--- src/rtl/hfl_pkg.sv ---
// shared types and constants for the handle table with free list
// no dependencies; imported by the slot ram, the engine and the top level

package hfl_pkg;

   localparam int HANDLE_BITS         = 16;
   localparam int OBJ_FIELD_BITS      = 64;
   localparam int DEFAULT_CAPACITY    = 256;
   localparam int DEFAULT_OBJECT_BITS = 64;

   typedef enum logic [1:0] {
      CMD_GET    = 2'd0,
      CMD_INSERT = 2'd1,
      CMD_REMOVE = 2'd2
   } cmd_type;

   typedef enum logic [1:0] {
      ST_OK       = 2'd0,
      ST_NOT_LIVE = 2'd1,
      ST_FULL     = 2'd2
   } status_type;

   typedef enum logic {
      S_IDLE = 1'b0,
      S_EXEC = 1'b1
   } state_type;

   // memory port control between engine and slot ram
   typedef struct packed {
      logic rd_en;
      logic wr_en;
   } mem_ctl_type;

endpackage

--- src/rtl/hfl_engine.sv ---
// command sequencer: reads a slot, updates the free list and allocation mark,
// writes the slot back and loads the result register; uses hfl_pkg

module hfl_engine #(
   parameter int CAPACITY    = 256,
   parameter int OBJECT_BITS = 64,
   parameter int IDX_W       = 8,
   parameter int MARK_W      = 9
) (
   input  logic                             clock,
   input  logic                             reset,
   input  logic                             req_valid,
   output logic                             req_ready,
   input  logic [1:0]                       req_cmd,
   input  logic [hfl_pkg::HANDLE_BITS-1:0]  req_handle,
   input  logic [OBJECT_BITS-1:0]           req_object,
   input  logic                             req_inherit,
   output logic                             rsp_valid,
   input  logic                             rsp_ready,
   output logic [1:0]                       rsp_status,
   output logic [hfl_pkg::HANDLE_BITS-1:0]  rsp_handle,
   output logic [OBJECT_BITS-1:0]           rsp_object,
   output hfl_pkg::mem_ctl_type             mem_ctl,
   output logic [IDX_W-1:0]                 mem_wr_addr,
   output logic [OBJECT_BITS+1:0]           mem_wr_data,
   output logic [IDX_W-1:0]                 mem_rd_addr,
   input  logic [OBJECT_BITS+1:0]           mem_rd_data
);
   import hfl_pkg::*;

   localparam int CMP_W  = (MARK_W > HANDLE_BITS) ? MARK_W : HANDLE_BITS;
   localparam int LINK_W = (MARK_W > OBJECT_BITS) ? MARK_W : OBJECT_BITS;

   state_type              state_ff, state_in;
   logic [1:0]             cmd_ff, cmd_in;
   logic [HANDLE_BITS-1:0] handle_ff, handle_in;
   logic [OBJECT_BITS-1:0] obj_ff, obj_in;
   logic                   inh_ff, inh_in;
   logic [MARK_W-1:0]      used_mark_ff, used_mark_in;
   logic [IDX_W-1:0]       free_head_ff, free_head_in;
   logic                   free_valid_ff, free_valid_in;
   logic                   rsp_valid_ff, rsp_valid_in;
   status_type             rsp_status_ff, rsp_status_in;
   logic [HANDLE_BITS-1:0] rsp_handle_ff, rsp_handle_in;
   logic [OBJECT_BITS-1:0] rsp_obj_ff, rsp_obj_in;

   logic                   accept;
   logic                   can_finish;
   logic [OBJECT_BITS-1:0] rd_obj;
   logic                   rd_free;
   logic                   rd_inh;
   logic                   live;
   logic                   pop_ok;
   logic                   link_end;
   logic                   room;
   logic [IDX_W-1:0]       ins_slot;
   logic [OBJECT_BITS-1:0] link_val;

   assign req_ready  = (state_ff == S_IDLE);
   assign accept     = req_valid && req_ready;
   assign can_finish = !rsp_valid_ff || rsp_ready;

   assign rd_obj  = mem_rd_data[OBJECT_BITS-1:0];
   assign rd_free = mem_rd_data[OBJECT_BITS];
   assign rd_inh  = mem_rd_data[OBJECT_BITS+1];

   // live: below the used mark and not on the free list
   assign live     = (CMP_W'(handle_ff) < CMP_W'(used_mark_ff)) && !rd_free;
   assign pop_ok   = free_valid_ff && (MARK_W'(free_head_ff) < used_mark_ff);
   assign link_end = (LINK_W'(rd_obj) == LINK_W'(free_head_ff)) ||
                     (LINK_W'(rd_obj) >= LINK_W'(used_mark_ff));
   assign room     = used_mark_ff < MARK_W'(CAPACITY);
   assign ins_slot = pop_ok ? free_head_ff : used_mark_ff[IDX_W-1:0];
   assign link_val = free_valid_ff ? OBJECT_BITS'(free_head_ff) : OBJECT_BITS'(handle_ff);

   assign mem_rd_addr   = (req_cmd == CMD_INSERT) ? free_head_ff : req_handle[IDX_W-1:0];

   always_comb begin
      state_in      = state_ff;
      cmd_in        = cmd_ff;
      handle_in     = handle_ff;
      obj_in        = obj_ff;
      inh_in        = inh_ff;
      used_mark_in  = used_mark_ff;
      free_head_in  = free_head_ff;
      free_valid_in = free_valid_ff;
      rsp_valid_in  = rsp_valid_ff && !rsp_ready;
      rsp_status_in = rsp_status_ff;
      rsp_handle_in = rsp_handle_ff;
      rsp_obj_in    = rsp_obj_ff;
      // slot read is issued with the accepted word
      mem_ctl.rd_en = accept;
      mem_ctl.wr_en = 1'b0;
      mem_wr_addr   = handle_ff[IDX_W-1:0];
      mem_wr_data   = mem_rd_data;

      unique case (state_ff)
         S_IDLE: begin
            if (accept) begin
               state_in  = S_EXEC;
               cmd_in    = req_cmd;
               handle_in = req_handle;
               obj_in    = req_object;
               inh_in    = req_inherit;
            end
         end
         S_EXEC: begin
            if (can_finish) begin
               state_in      = S_IDLE;
               rsp_valid_in  = 1'b1;
               rsp_status_in = ST_NOT_LIVE;
               rsp_handle_in = '0;
               rsp_obj_in    = '0;
               case (cmd_ff)
                  CMD_GET: begin
                     if (live) begin
                        rsp_status_in = ST_OK;
                        rsp_obj_in    = rd_obj;
                     end
                  end
                  CMD_INSERT: begin
                     if (pop_ok || room) begin
                        if (pop_ok) begin
                           if (link_end) begin
                              free_valid_in = 1'b0;
                              free_head_in  = '0;
                           end else begin
                              free_head_in = IDX_W'(rd_obj);
                           end
                        end else begin
                           free_valid_in = 1'b0;
                           used_mark_in  = used_mark_ff + MARK_W'(1);
                        end
                        mem_ctl.wr_en = 1'b1;
                        mem_wr_addr   = ins_slot;
                        mem_wr_data   = {inh_ff, 1'b0, obj_ff};
                        rsp_status_in = ST_OK;
                        rsp_handle_in = HANDLE_BITS'(ins_slot);
                     end else begin
                        rsp_status_in = ST_FULL;
                     end
                  end
                  CMD_REMOVE: begin
                     if (live) begin
                        mem_ctl.wr_en = 1'b1;
                        mem_wr_addr   = handle_ff[IDX_W-1:0];
                        mem_wr_data   = {rd_inh, 1'b1, link_val};
                        free_head_in  = handle_ff[IDX_W-1:0];
                        free_valid_in = 1'b1;
                        rsp_status_in = ST_OK;
                     end
                  end
                  default: begin
                  end
               endcase
            end
         end
         default: begin
            state_in = S_IDLE;
         end
      endcase
   end

   always_ff @(posedge clock) begin
      if (reset) begin
         state_ff      <= S_IDLE;
         used_mark_ff  <= '0;
         free_head_ff  <= '0;
         free_valid_ff <= 1'b0;
         rsp_valid_ff  <= 1'b0;
      end else begin
         state_ff      <= state_in;
         used_mark_ff  <= used_mark_in;
         free_head_ff  <= free_head_in;
         free_valid_ff <= free_valid_in;
         rsp_valid_ff  <= rsp_valid_in;
      end
   end

   always_ff @(posedge clock) begin
      cmd_ff        <= cmd_in;
      handle_ff     <= handle_in;
      obj_ff        <= obj_in;
      inh_ff        <= inh_in;
      rsp_status_ff <= rsp_status_in;
      rsp_handle_ff <= rsp_handle_in;
      rsp_obj_ff    <= rsp_obj_in;
   end

   assign rsp_valid  = rsp_valid_ff;
   assign rsp_status = rsp_status_ff;
   assign rsp_handle = rsp_handle_ff;
   assign rsp_object = rsp_obj_ff;

`ifndef SYNTH
   a_head_below_mark: assert property (@(posedge clock) disable iff (reset)
      free_valid_ff |-> (MARK_W'(free_head_ff) < used_mark_ff))
      else $error("free list head at or above used mark");

   a_mark_bounded: assert property (@(posedge clock) disable iff (reset)
      used_mark_ff <= MARK_W'(CAPACITY))
      else $error("used mark beyond capacity");

   a_mark_monotonic: assert property (@(posedge clock) disable iff (reset)
      !$past(reset) |-> (used_mark_ff >= $past(used_mark_ff)))
      else $error("used mark went down");

   a_write_only_on_finish: assert property (@(posedge clock) disable iff (reset)
      mem_ctl.wr_en |-> (state_ff == S_EXEC) && can_finish && !mem_ctl.rd_en)
      else $error("slot write outside the update cycle");

   a_accept_then_exec: assert property (@(posedge clock) disable iff (reset)
      accept |=> (state_ff == S_EXEC))
      else $error("accepted word did not enter the update cycle");
`endif

endmodule

--- config.mk ---
export PLATFORM = sky130hd
export DESIGN_NAME = hfl_engine
export DESIGN_NICKNAME = d
export VERILOG_FILES = /design/src/rtl/hfl_pkg.sv /design/src/rtl/hfl_engine.sv
export SDC_FILE = /design/constraint.sdc
export NUM_CORES = 1
export LEC_CHECK = 0
export BUFFER_PORTS_ARGS = -buffer_cell sky130_fd_sc_hd__buf_2
export CORE_MARGIN = 2
export CORE_UTILIZATION = 35
export CTS_CLUSTER_DIAMETER = 50
export DETAILED_ROUTE_END_ITERATION = 7
export PLACE_DENSITY_LB_ADDON = 0.12
export SLEW_MARGIN = 0
export SYNTH_ARGS = -nofsm -noshare
export SYNTH_HDL_FRONTEND = slang
export SYNTH_SLANG_ARGS = --single-unit
--- constraint.sdc ---
create_clock -name clock -period 9.4 [get_ports clock]
set_input_delay 1.88 -clock clock [delete_from_list [all_inputs] [get_ports clock]]
set_output_delay 1.88 -clock clock [all_outputs]
set_load 0.01 [all_outputs]
==> flow_summary.ini, run 1 <==
[timing]
fin_crit_ps = 6400
grt_setup_unrepaired = false
max_slew_margin = 0.306
setup_violations = 0
finalMaxSlewViolations = 0
fin_skew_ps = 18.3
fin_tns_setup_ps = 0
hold_violations = 0
fmax_mhz = 156
worst_pin_slew_ps = 1040
finalCritPeriodShare = 0.680

[critical_path]
critPathKind = in2out
r2r_end = free_valid_ff$_SDFFE_PP0P_
rrSetupSlack_ps = 6210
arrival_ps = 4520
end_kind = primary output
crit_required_ps = 7520
cpPeakStageDelay_ps = 870
crit_chain = buf_2 -> nor3_1 -> or2_2 -> nand3_1 -> o21ai_1 -> buf_2
r2r_start = handle_ff[5]$_DFFE_PP_
cp_slowest_cell = or2_2
r2r_cells = 7
cp_common_cell = buf_2
crit_fanout = 66
start_kind = input port

[placed_design]
port_buffers = 312
place.gp.congestion = 0.822
dp_hpwl_um = 18800

[logic_synthesis]
yosysUniqueCellTypes = 53
synthAdderAreaFrac = 0.0440
synth-edff-count = 157
synth_compound_area_frac = 0.136
muxShareOfSynthArea = 0.0315
synthSimpleGateAreaFrac = 0.126
synthesis.instances = 631
syn_avg_cell_area_um2 = 13.1
yosysSeqAreaShare = 0.620
async_flop_share = 0
synth-xor-area-share = 0.0106
yosys_register_bits = 177
ys_warn_count = 0
syn_area_um2 = 8250
synth_top_family_by_area = compound AO/OA/AOI/OAI gates
ys.flop_type = edfxtp_1

[finish]
layout_commonest_cell = buf_2
mostFrequentLayoutCells = buf_2, edfxtp_1, and3_1, a22o_1, nand2_1
drive_above_1_share = 0.397
area_growth_pct = 29.7
fillers = 2204
ff_latch_area_um2 = 5110
multiInputGateArea_um2 = 2940
nNetsFinal = 1112

[clock_tree]
numClockSinks = 177
htree_levels = 4
cts_tree = done
numCtsBuffers = 17
clk_latency_ps = 440
hold_buffers = 0
cts_buffer_depth = 2
cts-resized-gates = 0
cts_setup_buffers = 0
clk_pin_slew_ps = 70
root_buffer = clkbuf_16

[global_routing]
antenna_found_initial = 3
grt_pass1_vias = 6070
grtUsageTotal = 0.203
grt_pass1_wl_um = 37000
grt_max_degree = 68
overflow = 0

[flow_run]
cap_violations = 0

[detailed_routing]
wl_per_cell_um = 20.3
drt_iter0_drc = 457
ant_nets = 0
via_count = 6395
totalWireLength_um = 25700
drt_first_pass_iters = 4
route.detailed.drc = 0
drt-vias-per-instance = 5.06

[floorplan]
die_h_um = 158
rows = 56
core_um2 = 23300
ios = 321
die_area_um2 = 24800
die-width_um = 158
initial_core_util = 0.354

[hold_path]
worstHoldEndpoint = used_mark_ff[3]$_SDFFE_PP0P_
hold_path.class = reg2reg
worstHoldStart = used_mark_ff[2]$_SDFFE_PP0P_
worstHoldPathCells = 2

[power_and_ir_drop]
total_power_mw = 1.86
power_density_nw_per_um2 = 174
peakVddDrop_v = 0.000108
p_leak_nw = 4.49

[run_status]
status = finished, final reports clean
==> flip-flops by register name (all words and copies together) (netlist names), 2 cells and up <==
signal and count:
cmd_ff 2, free_head_ff 8, handle_ff 16, obj_ff 64
rsp_handle 8, rsp_object 64, rsp_status 2, used_mark_ff 9
==> synth_stat cells, types with 2 or more instances <==
cell type | count | share of area
nand3_1 | 10 | 0.0061
nor2_1 | 24 | 0.011
nor4_1 | 15 | 0.011
nand4_1 | 10 | 0.0076
edfxtp_1 | 157 | 0.57
buf_1 | 4 | 0.0018
nand3b_1 | 2 | 0.0018
a41oi_1 | 8 | 0.0085
dfxtp_1 | 20 | 0.049
and3_1 | 66 | 0.050
nor3_1 | 7 | 0.0042
inv_1 | 13 | 0.0059
ha_1 | 29 | 0.044
clkbuf_1 | 29 | 0.013
a22o_1 | 55 | 0.058
mux2_2 | 8 | 0.011
a31o_2 | 3 | 0.0032
a211oi_1 | 2 | 0.0018
a21oi_1 | 19 | 0.012
o22ai_1 | 8 | 0.0061
a22oi_1 | 8 | 0.0073
o21ai_1 | 5 | 0.0030
o21ai_0 | 19 | 0.012
a2111oi_2 | 2 | 0.0036
nand2b_1 | 7 | 0.0053
and2_1 | 10 | 0.0076
mux2i_1 | 17 | 0.021
a21o_1 | 3 | 0.0027
clkinv_1 | 2 | 0.00091
nand2_1 | 30 | 0.014
xnor2_1 | 9 | 0.0096
buf_4 | 9 | 0.0082
==> area by class of cell <==
| type | count | share of cell area |
|---|---|---|
| repair buffers | 316 | 0.149 |
| clock buffers | 18 | 0.0401 |
| flip-flops and latches | 177 | 0.478 |
| multi-input cells | 403 | 0.274 |
| clock inverters | 14 | 0.0156 |
| diodes | 1 | 0.000234 |
| inverters | 15 | 0.00538 |
| well taps | 319 | 0.0373 |
==> worst max-delay path, delay by kind of cell <==
kind | cells | cell delay, ps
buffers and inverters | 2 | 290
AOI/OAI and AO/OA | 1 | 320
and+or+nand+nor | 3 | 2010
==> metrics by stage <==
step / instance area [um2] / instances / hold WS [ps] / setup WS (ps) / utilization
floorplan: 8280 / 638 / 460 / 1480 / -
global placement: 10100 / 1230 / 529 / 3000 / 0.433
detailed placement: 10100 / 1230 / 526 / 2950 / 0.433
CTS: 10700 / 1262 / 541 / 2960 / 0.458
global route: 10700 / 1263 / 566 / 2740 / 0.458
finish: 10700 / 1263 / 543 / 3000 / 0.458
==> kinds of logic (layout without fill, tap and decap cells) <==
logic type | after synthesis | after routing
AND/OR/NAND/NOR | 188 | 188
flip-flops | 177 | 177
AO/OA/AOI/OAI | 143 | 143
buffers and inverters | 58 | 363
adder cells (fa/ha/maj) | 29 | 29
multiplexers | 25 | 25
XOR/XNOR | 10 | 10
other | 1 | 9
==> where the power goes <==
part           internal [mW]  switching (mW)  leakage [nW]  total [mW]
clock network          0.358           0.347         0.285       0.706
registers              0.906          0.0148          1.63       0.921
logic                 0.0909           0.139          2.57       0.230
==> worst max path at each step <==
stage / start / to / cells after the start
6_report: mem_rd_data[64] / mem_wr_data[3] / 6
5_1_grt: mem_rd_data[64] / mem_wr_data[3] / 6
4_1_cts: mem_rd_data[64] / mem_wr_data[5] / 6
3_5_place_dp: mem_rd_data[64] / mem_wr_data[5] / 6
3_3_place_gp: mem_rd_data[64] / mem_wr_data[7] / 6
2_1_floorplan: req_valid / mem_ctl[1] / 2
==> layer usage <==
metal	global-route usage	routed length, um
met2	0.328	12100
met3	0.0529	2020
met5	0	13
met4	0.0662	446
met1	0.265	11100
No activity file was read; power rests on OpenSTA's default activity.
==> inputs of run 2 (changes only) <==
==> constraint.sdc (replaced) <==
create_clock -name clock -period 5.75 [get_ports clock]
set_input_delay 1.15 -clock clock [delete_from_list [all_inputs] [get_ports clock]]
set_output_delay 1.15 -clock clock [all_outputs]
set_load 0.01 [all_outputs]
==> flow_summary.ini, run 2 (synthesis results as in run 1) <==
[clock_tree]
clk_latency_ps = 440
cts_buffer_depth = 2
numClockSinks = 177
htree_levels = 4
cts_setup_buffers = 0
cts-resized-gates = 0
root_buffer = clkbuf_16
hold_buffers = 0
cts_tree = done
numCtsBuffers = 17
clk_pin_slew_ps = 70

[finish]
mostFrequentLayoutCells = buf_2, edfxtp_1, and3_1, a22o_1, nand2_1
area_growth_pct = 29.9
fillers = 2218
nNetsFinal = 1114
multiInputGateArea_um2 = 2940
drive_above_1_share = 0.398
ff_latch_area_um2 = 5110
layout_commonest_cell = buf_2
final_util = 0.459

[critical_path]
critPathKind = reg2out
crit_fanout = 64
arrival_ps = 3630
end_kind = primary output
start_kind = flop
crit_required_ps = 4600

[timing]
grt_setup_unrepaired = false
fin_tns_setup_ps = 0
max_slew_margin = 0.278
fin_crit_ps = 4780
worst_pin_slew_ps = 1080
fin_skew_ps = 9.14
fin_hold_ws_ps = 548
fmax_mhz = 209
finalCritPeriodShare = 0.831
setup_violations = 0
hold_violations = 0
finalMaxSlewViolations = 0

[floorplan]
die_area_um2 = 24800
core_um2 = 23300
ios = 321
die-width_um = 158
die_h_um = 158
initial_core_util = 0.354
rows = 56

[power_and_ir_drop]
p_leak_nw = 4.50
peakVddDrop_v = 0.000187
power_density_nw_per_um2 = 284

[global_routing]
grt_max_degree = 78
grt_pass1_vias = 6275
antenna_found_initial = 4
overflow = 0
grtUsageTotal = 0.210
grt_pass1_wl_um = 38500

[detailed_routing]
ant_nets = 0
wl_per_cell_um = 20.9
drt-vias-per-instance = 5.16
via_count = 6548
totalWireLength_um = 26500
route.detailed.drc = 0
drt_first_pass_iters = 5
drt_iter0_drc = 428

[flow_run]
cap_violations = 0

[placed_design]
dp_hpwl_um = 19200
port_buffers = 312
place.gp.congestion = 0.856

[hold_path]
hold_path.class = reg2reg

[run_status]
status = finished, final reports clean
[run 2: cell count changes in the layout (fill, tap and decap cells not counted)]
| cell | change |
|---|---|
| buf_4 | +2 |
| inv_6 | +1 |
| diode_2 | +3 |
| clkinv_4 | -1 |
[run 2: path summary, 6_finish.rpt]
check                                from                      endpoint  slack (ps)  cells after the start
max reg2reg  used_mark_ff[8]$_SDFFE_PP0P_  free_head_ff[6]$_SDFFE_PP0P_        2680                      8
min          used_mark_ff[7]$_SDFFE_PP0P_  used_mark_ff[8]$_SDFFE_PP0P_         550                      2
min reg2reg  used_mark_ff[7]$_SDFFE_PP0P_  used_mark_ff[8]$_SDFFE_PP0P_         550                      2
max                   cmd_ff[0]$_DFFE_PP_                mem_wr_data[6]         970                      8
[run 2: per-layer routing]
| metal | wire (um) | up-vias | track usage | share of wire |
|---|---|---|---|---|
| met5 | 7 | - | 0 | 0.00026 |
| met2 | 12500 | 285 | 0.333 | 0.47 |
| met4 | 452 | 2 | 0.0645 | 0.017 |
| met3 | 2010 | 32 | 0.0523 | 0.076 |
| li1 | - | 3078 | - | - |
| met1 | 11600 | 3151 | 0.285 | 0.44 |
[run 2: final cells by class]
cell class | instances | area share
inverter | 15 | 0.00537
timing repair buffer | 318 | 0.150
antenna | 4 | 0.000934
sequential | 177 | 0.477
clock buffer | 18 | 0.0400
multi-input combinational | 403 | 0.274
clock inverter | 14 | 0.0155
tap | 319 | 0.0372
[run 2: stage by stage]
step | setup slack (ps) | instance area (um2) | cells | total power, mW
2_1_floorplan | 466 | 8280 | 638 | 1.72
6_report | 971 | 10700 | 1268 | 3.04
3_5_place_dp | 1480 | 10100 | 1232 | 1.92
4_1_cts | 996 | 10700 | 1264 | 3.08
5_1_grt | 717 | 10700 | 1266 | 3.17
3_3_place_gp | 1550 | 10100 | 1232 | 1.92
[run 2: power by group]
part	total, mW	internal [mW]	switching, mW
logic	0.376	0.149	0.227
clock network	1.16	0.587	0.574
registers	1.51	1.48	0.0266
total	3.04	2.22	0.828
[run 2: critical path: stages, from the launching register on]
cell      delay [ps]
edfxtp_1         450
inv_1            110
ha_1             560
clkinv_1         500
o311ai_4         370
buf_4            570
a22oi_1          190
o21ai_0          150
buf_2            180
==> inputs of run 3 (changes only) <==
==> constraint.sdc (replaced) <==
create_clock -name clock -period 4.75 [get_ports clock]
set_input_delay 0.95 -clock clock [delete_from_list [all_inputs] [get_ports clock]]
set_output_delay 0.95 -clock clock [all_outputs]
set_load 0.01 [all_outputs]
==> flow_summary.ini, run 3 (synthesis results as in run 1) <==
[global_routing]
grt_max_degree = 79
grtUsageTotal = 0.208
antenna_found_initial = 1
grt_pass1_wl_um = 38200
grt_pass1_vias = 6275
overflow = 0

[timing]
max_slew_margin = 0.273
worst_pin_slew_ps = 1090
fin_skew_ps = 8.88
grt_setup_unrepaired = false
fin_crit_ps = 4410
fmax_mhz = 227
finalMaxSlewViolations = 0
fin_tns_setup_ps = 0
setup_violations = 0
hold_violations = 0
fin_hold_ws_ps = 518
finalCritPeriodShare = 0.929

[finish]
mostFrequentLayoutCells = buf_2, edfxtp_1, and3_1, a22o_1, nand2_1
instances_no_fill = 1266
fin_area_um2 = 10700
fillers = 2228
drive_above_1_share = 0.398
ff_latch_area_um2 = 5110
multiInputGateArea_um2 = 2940
area_growth_pct = 30.1
layout_commonest_cell = buf_2
nNetsFinal = 1114

[detailed_routing]
drt_iter0_drc = 432
route.detailed.drc = 0
drt-vias-per-instance = 5.14
drt_first_pass_iters = 5
ant_nets = 0
wl_per_cell_um = 20.9
totalWireLength_um = 26500
via_count = 6513

[floorplan]
rows = 56
die-width_um = 158
initial_core_util = 0.354
die_area_um2 = 24800
ios = 321
die_h_um = 158
core_um2 = 23300

[clock_tree]
numClockSinks = 177
root_buffer = clkbuf_16
cts_tree = done
clk_pin_slew_ps = 80
cts_setup_buffers = 0
cts-resized-gates = 0
cts_buffer_depth = 2
clk_latency_ps = 430
htree_levels = 4
hold_buffers = 0
numCtsBuffers = 17

[critical_path]
cp_slowest_cell = ha_1
cp-startpoint = cmd_ff[0]$_DFFE_PP_
arrival_ps = 3460
cpPeakStageDelay_ps = 620
end_kind = primary output
critPathKind = reg2out
crit_required_ps = 3800
r2r_start = used_mark_ff[8]$_SDFFE_PP0P_
crit_chain = inv_1 -> ha_1 -> clkinv_1 -> o311ai_4 -> buf_12 -> a22oi_1 -> o21ai_1 -> buf_2
start_kind = flop
crit_fanout = 64

[hold_path]
hold_path.class = reg2reg
worstHoldStart = used_mark_ff[7]$_SDFFE_PP0P_

[placed_design]
placed_area_um2 = 10100
placed_cells = 1232
dp_hpwl_um = 19300
port_buffers = 312
place.gp.congestion = 0.797

[power_and_ir_drop]
peakVddDrop_v = 0.000228
total_power_mw = 3.68
power_density_nw_per_um2 = 343
p_leak_nw = 4.50

[flow_run]
cap_violations = 0

[run_status]
status = finished, final reports clean
-- run 3: cell count changes in the layout (fill, tap and decap cells not counted) --
cell and change:
clkinvlp_4 +1, clkinv_4 +2, clkbuf_1 -1, clkinv_2 -1, buf_12 +1, diode_2 -2, clkinv_1 +1, inv_6 -2
buf_4 -1
-- run 3: metal layers --
metal / part of all wire / global-route usage / wire (um)
met3: 0.064 / 0.0526 / 1710
met4: 0.012 / 0.0576 / 311
met1: 0.44 / 0.281 / 11700
met2: 0.48 / 0.333 / 12800
met5: 0 / 0 / 0
-- run 3: where the power goes --
group          internal (mW)  total, mW  switching, mW
combinational          0.182      0.463          0.280
clock                  0.706       1.40          0.694
sequential              1.79       1.82         0.0298
-- run 3: path summary, 6_finish.rpt --
path / cells past startpoint / endpoint / slack (ps)
max: 8 / mem_wr_data[3] / 340
min: 2 / used_mark_ff[8]$_SDFFE_PP0P_ / 520
max reg2reg: 8 / free_head_ff[3]$_SDFFE_PP0P_ / 1670
min reg2reg: 2 / used_mark_ff[8]$_SDFFE_PP0P_ / 520
-- run 3: critical path: cells and delay by family (launching register included) --
family	cells	cell delay [ps]
compound gates	3	730
fa+ha+maj	1	620
buf+inv	4	1130
flops	1	450
-- run 3: area by class of cell --
| cell class | instances | share of cell area |
|---|---|---|
| antenna | 2 | 0.000466 |
| clock buffer | 17 | 0.0397 |
| clock inverter | 15 | 0.0159 |
| inverter | 15 | 0.00560 |
| multi-input combinational | 403 | 0.274 |
| sequential | 177 | 0.477 |
| tap | 319 | 0.0372 |
| timing repair buffer | 318 | 0.151 |
-- run 3: through the flow --
step                setup slack (ps)  utilization
global placement                 876        0.434
global route                     116        0.460
finish                           339        0.460
floorplan                        312            -
detailed placement               874        0.434
CTS                              373        0.460
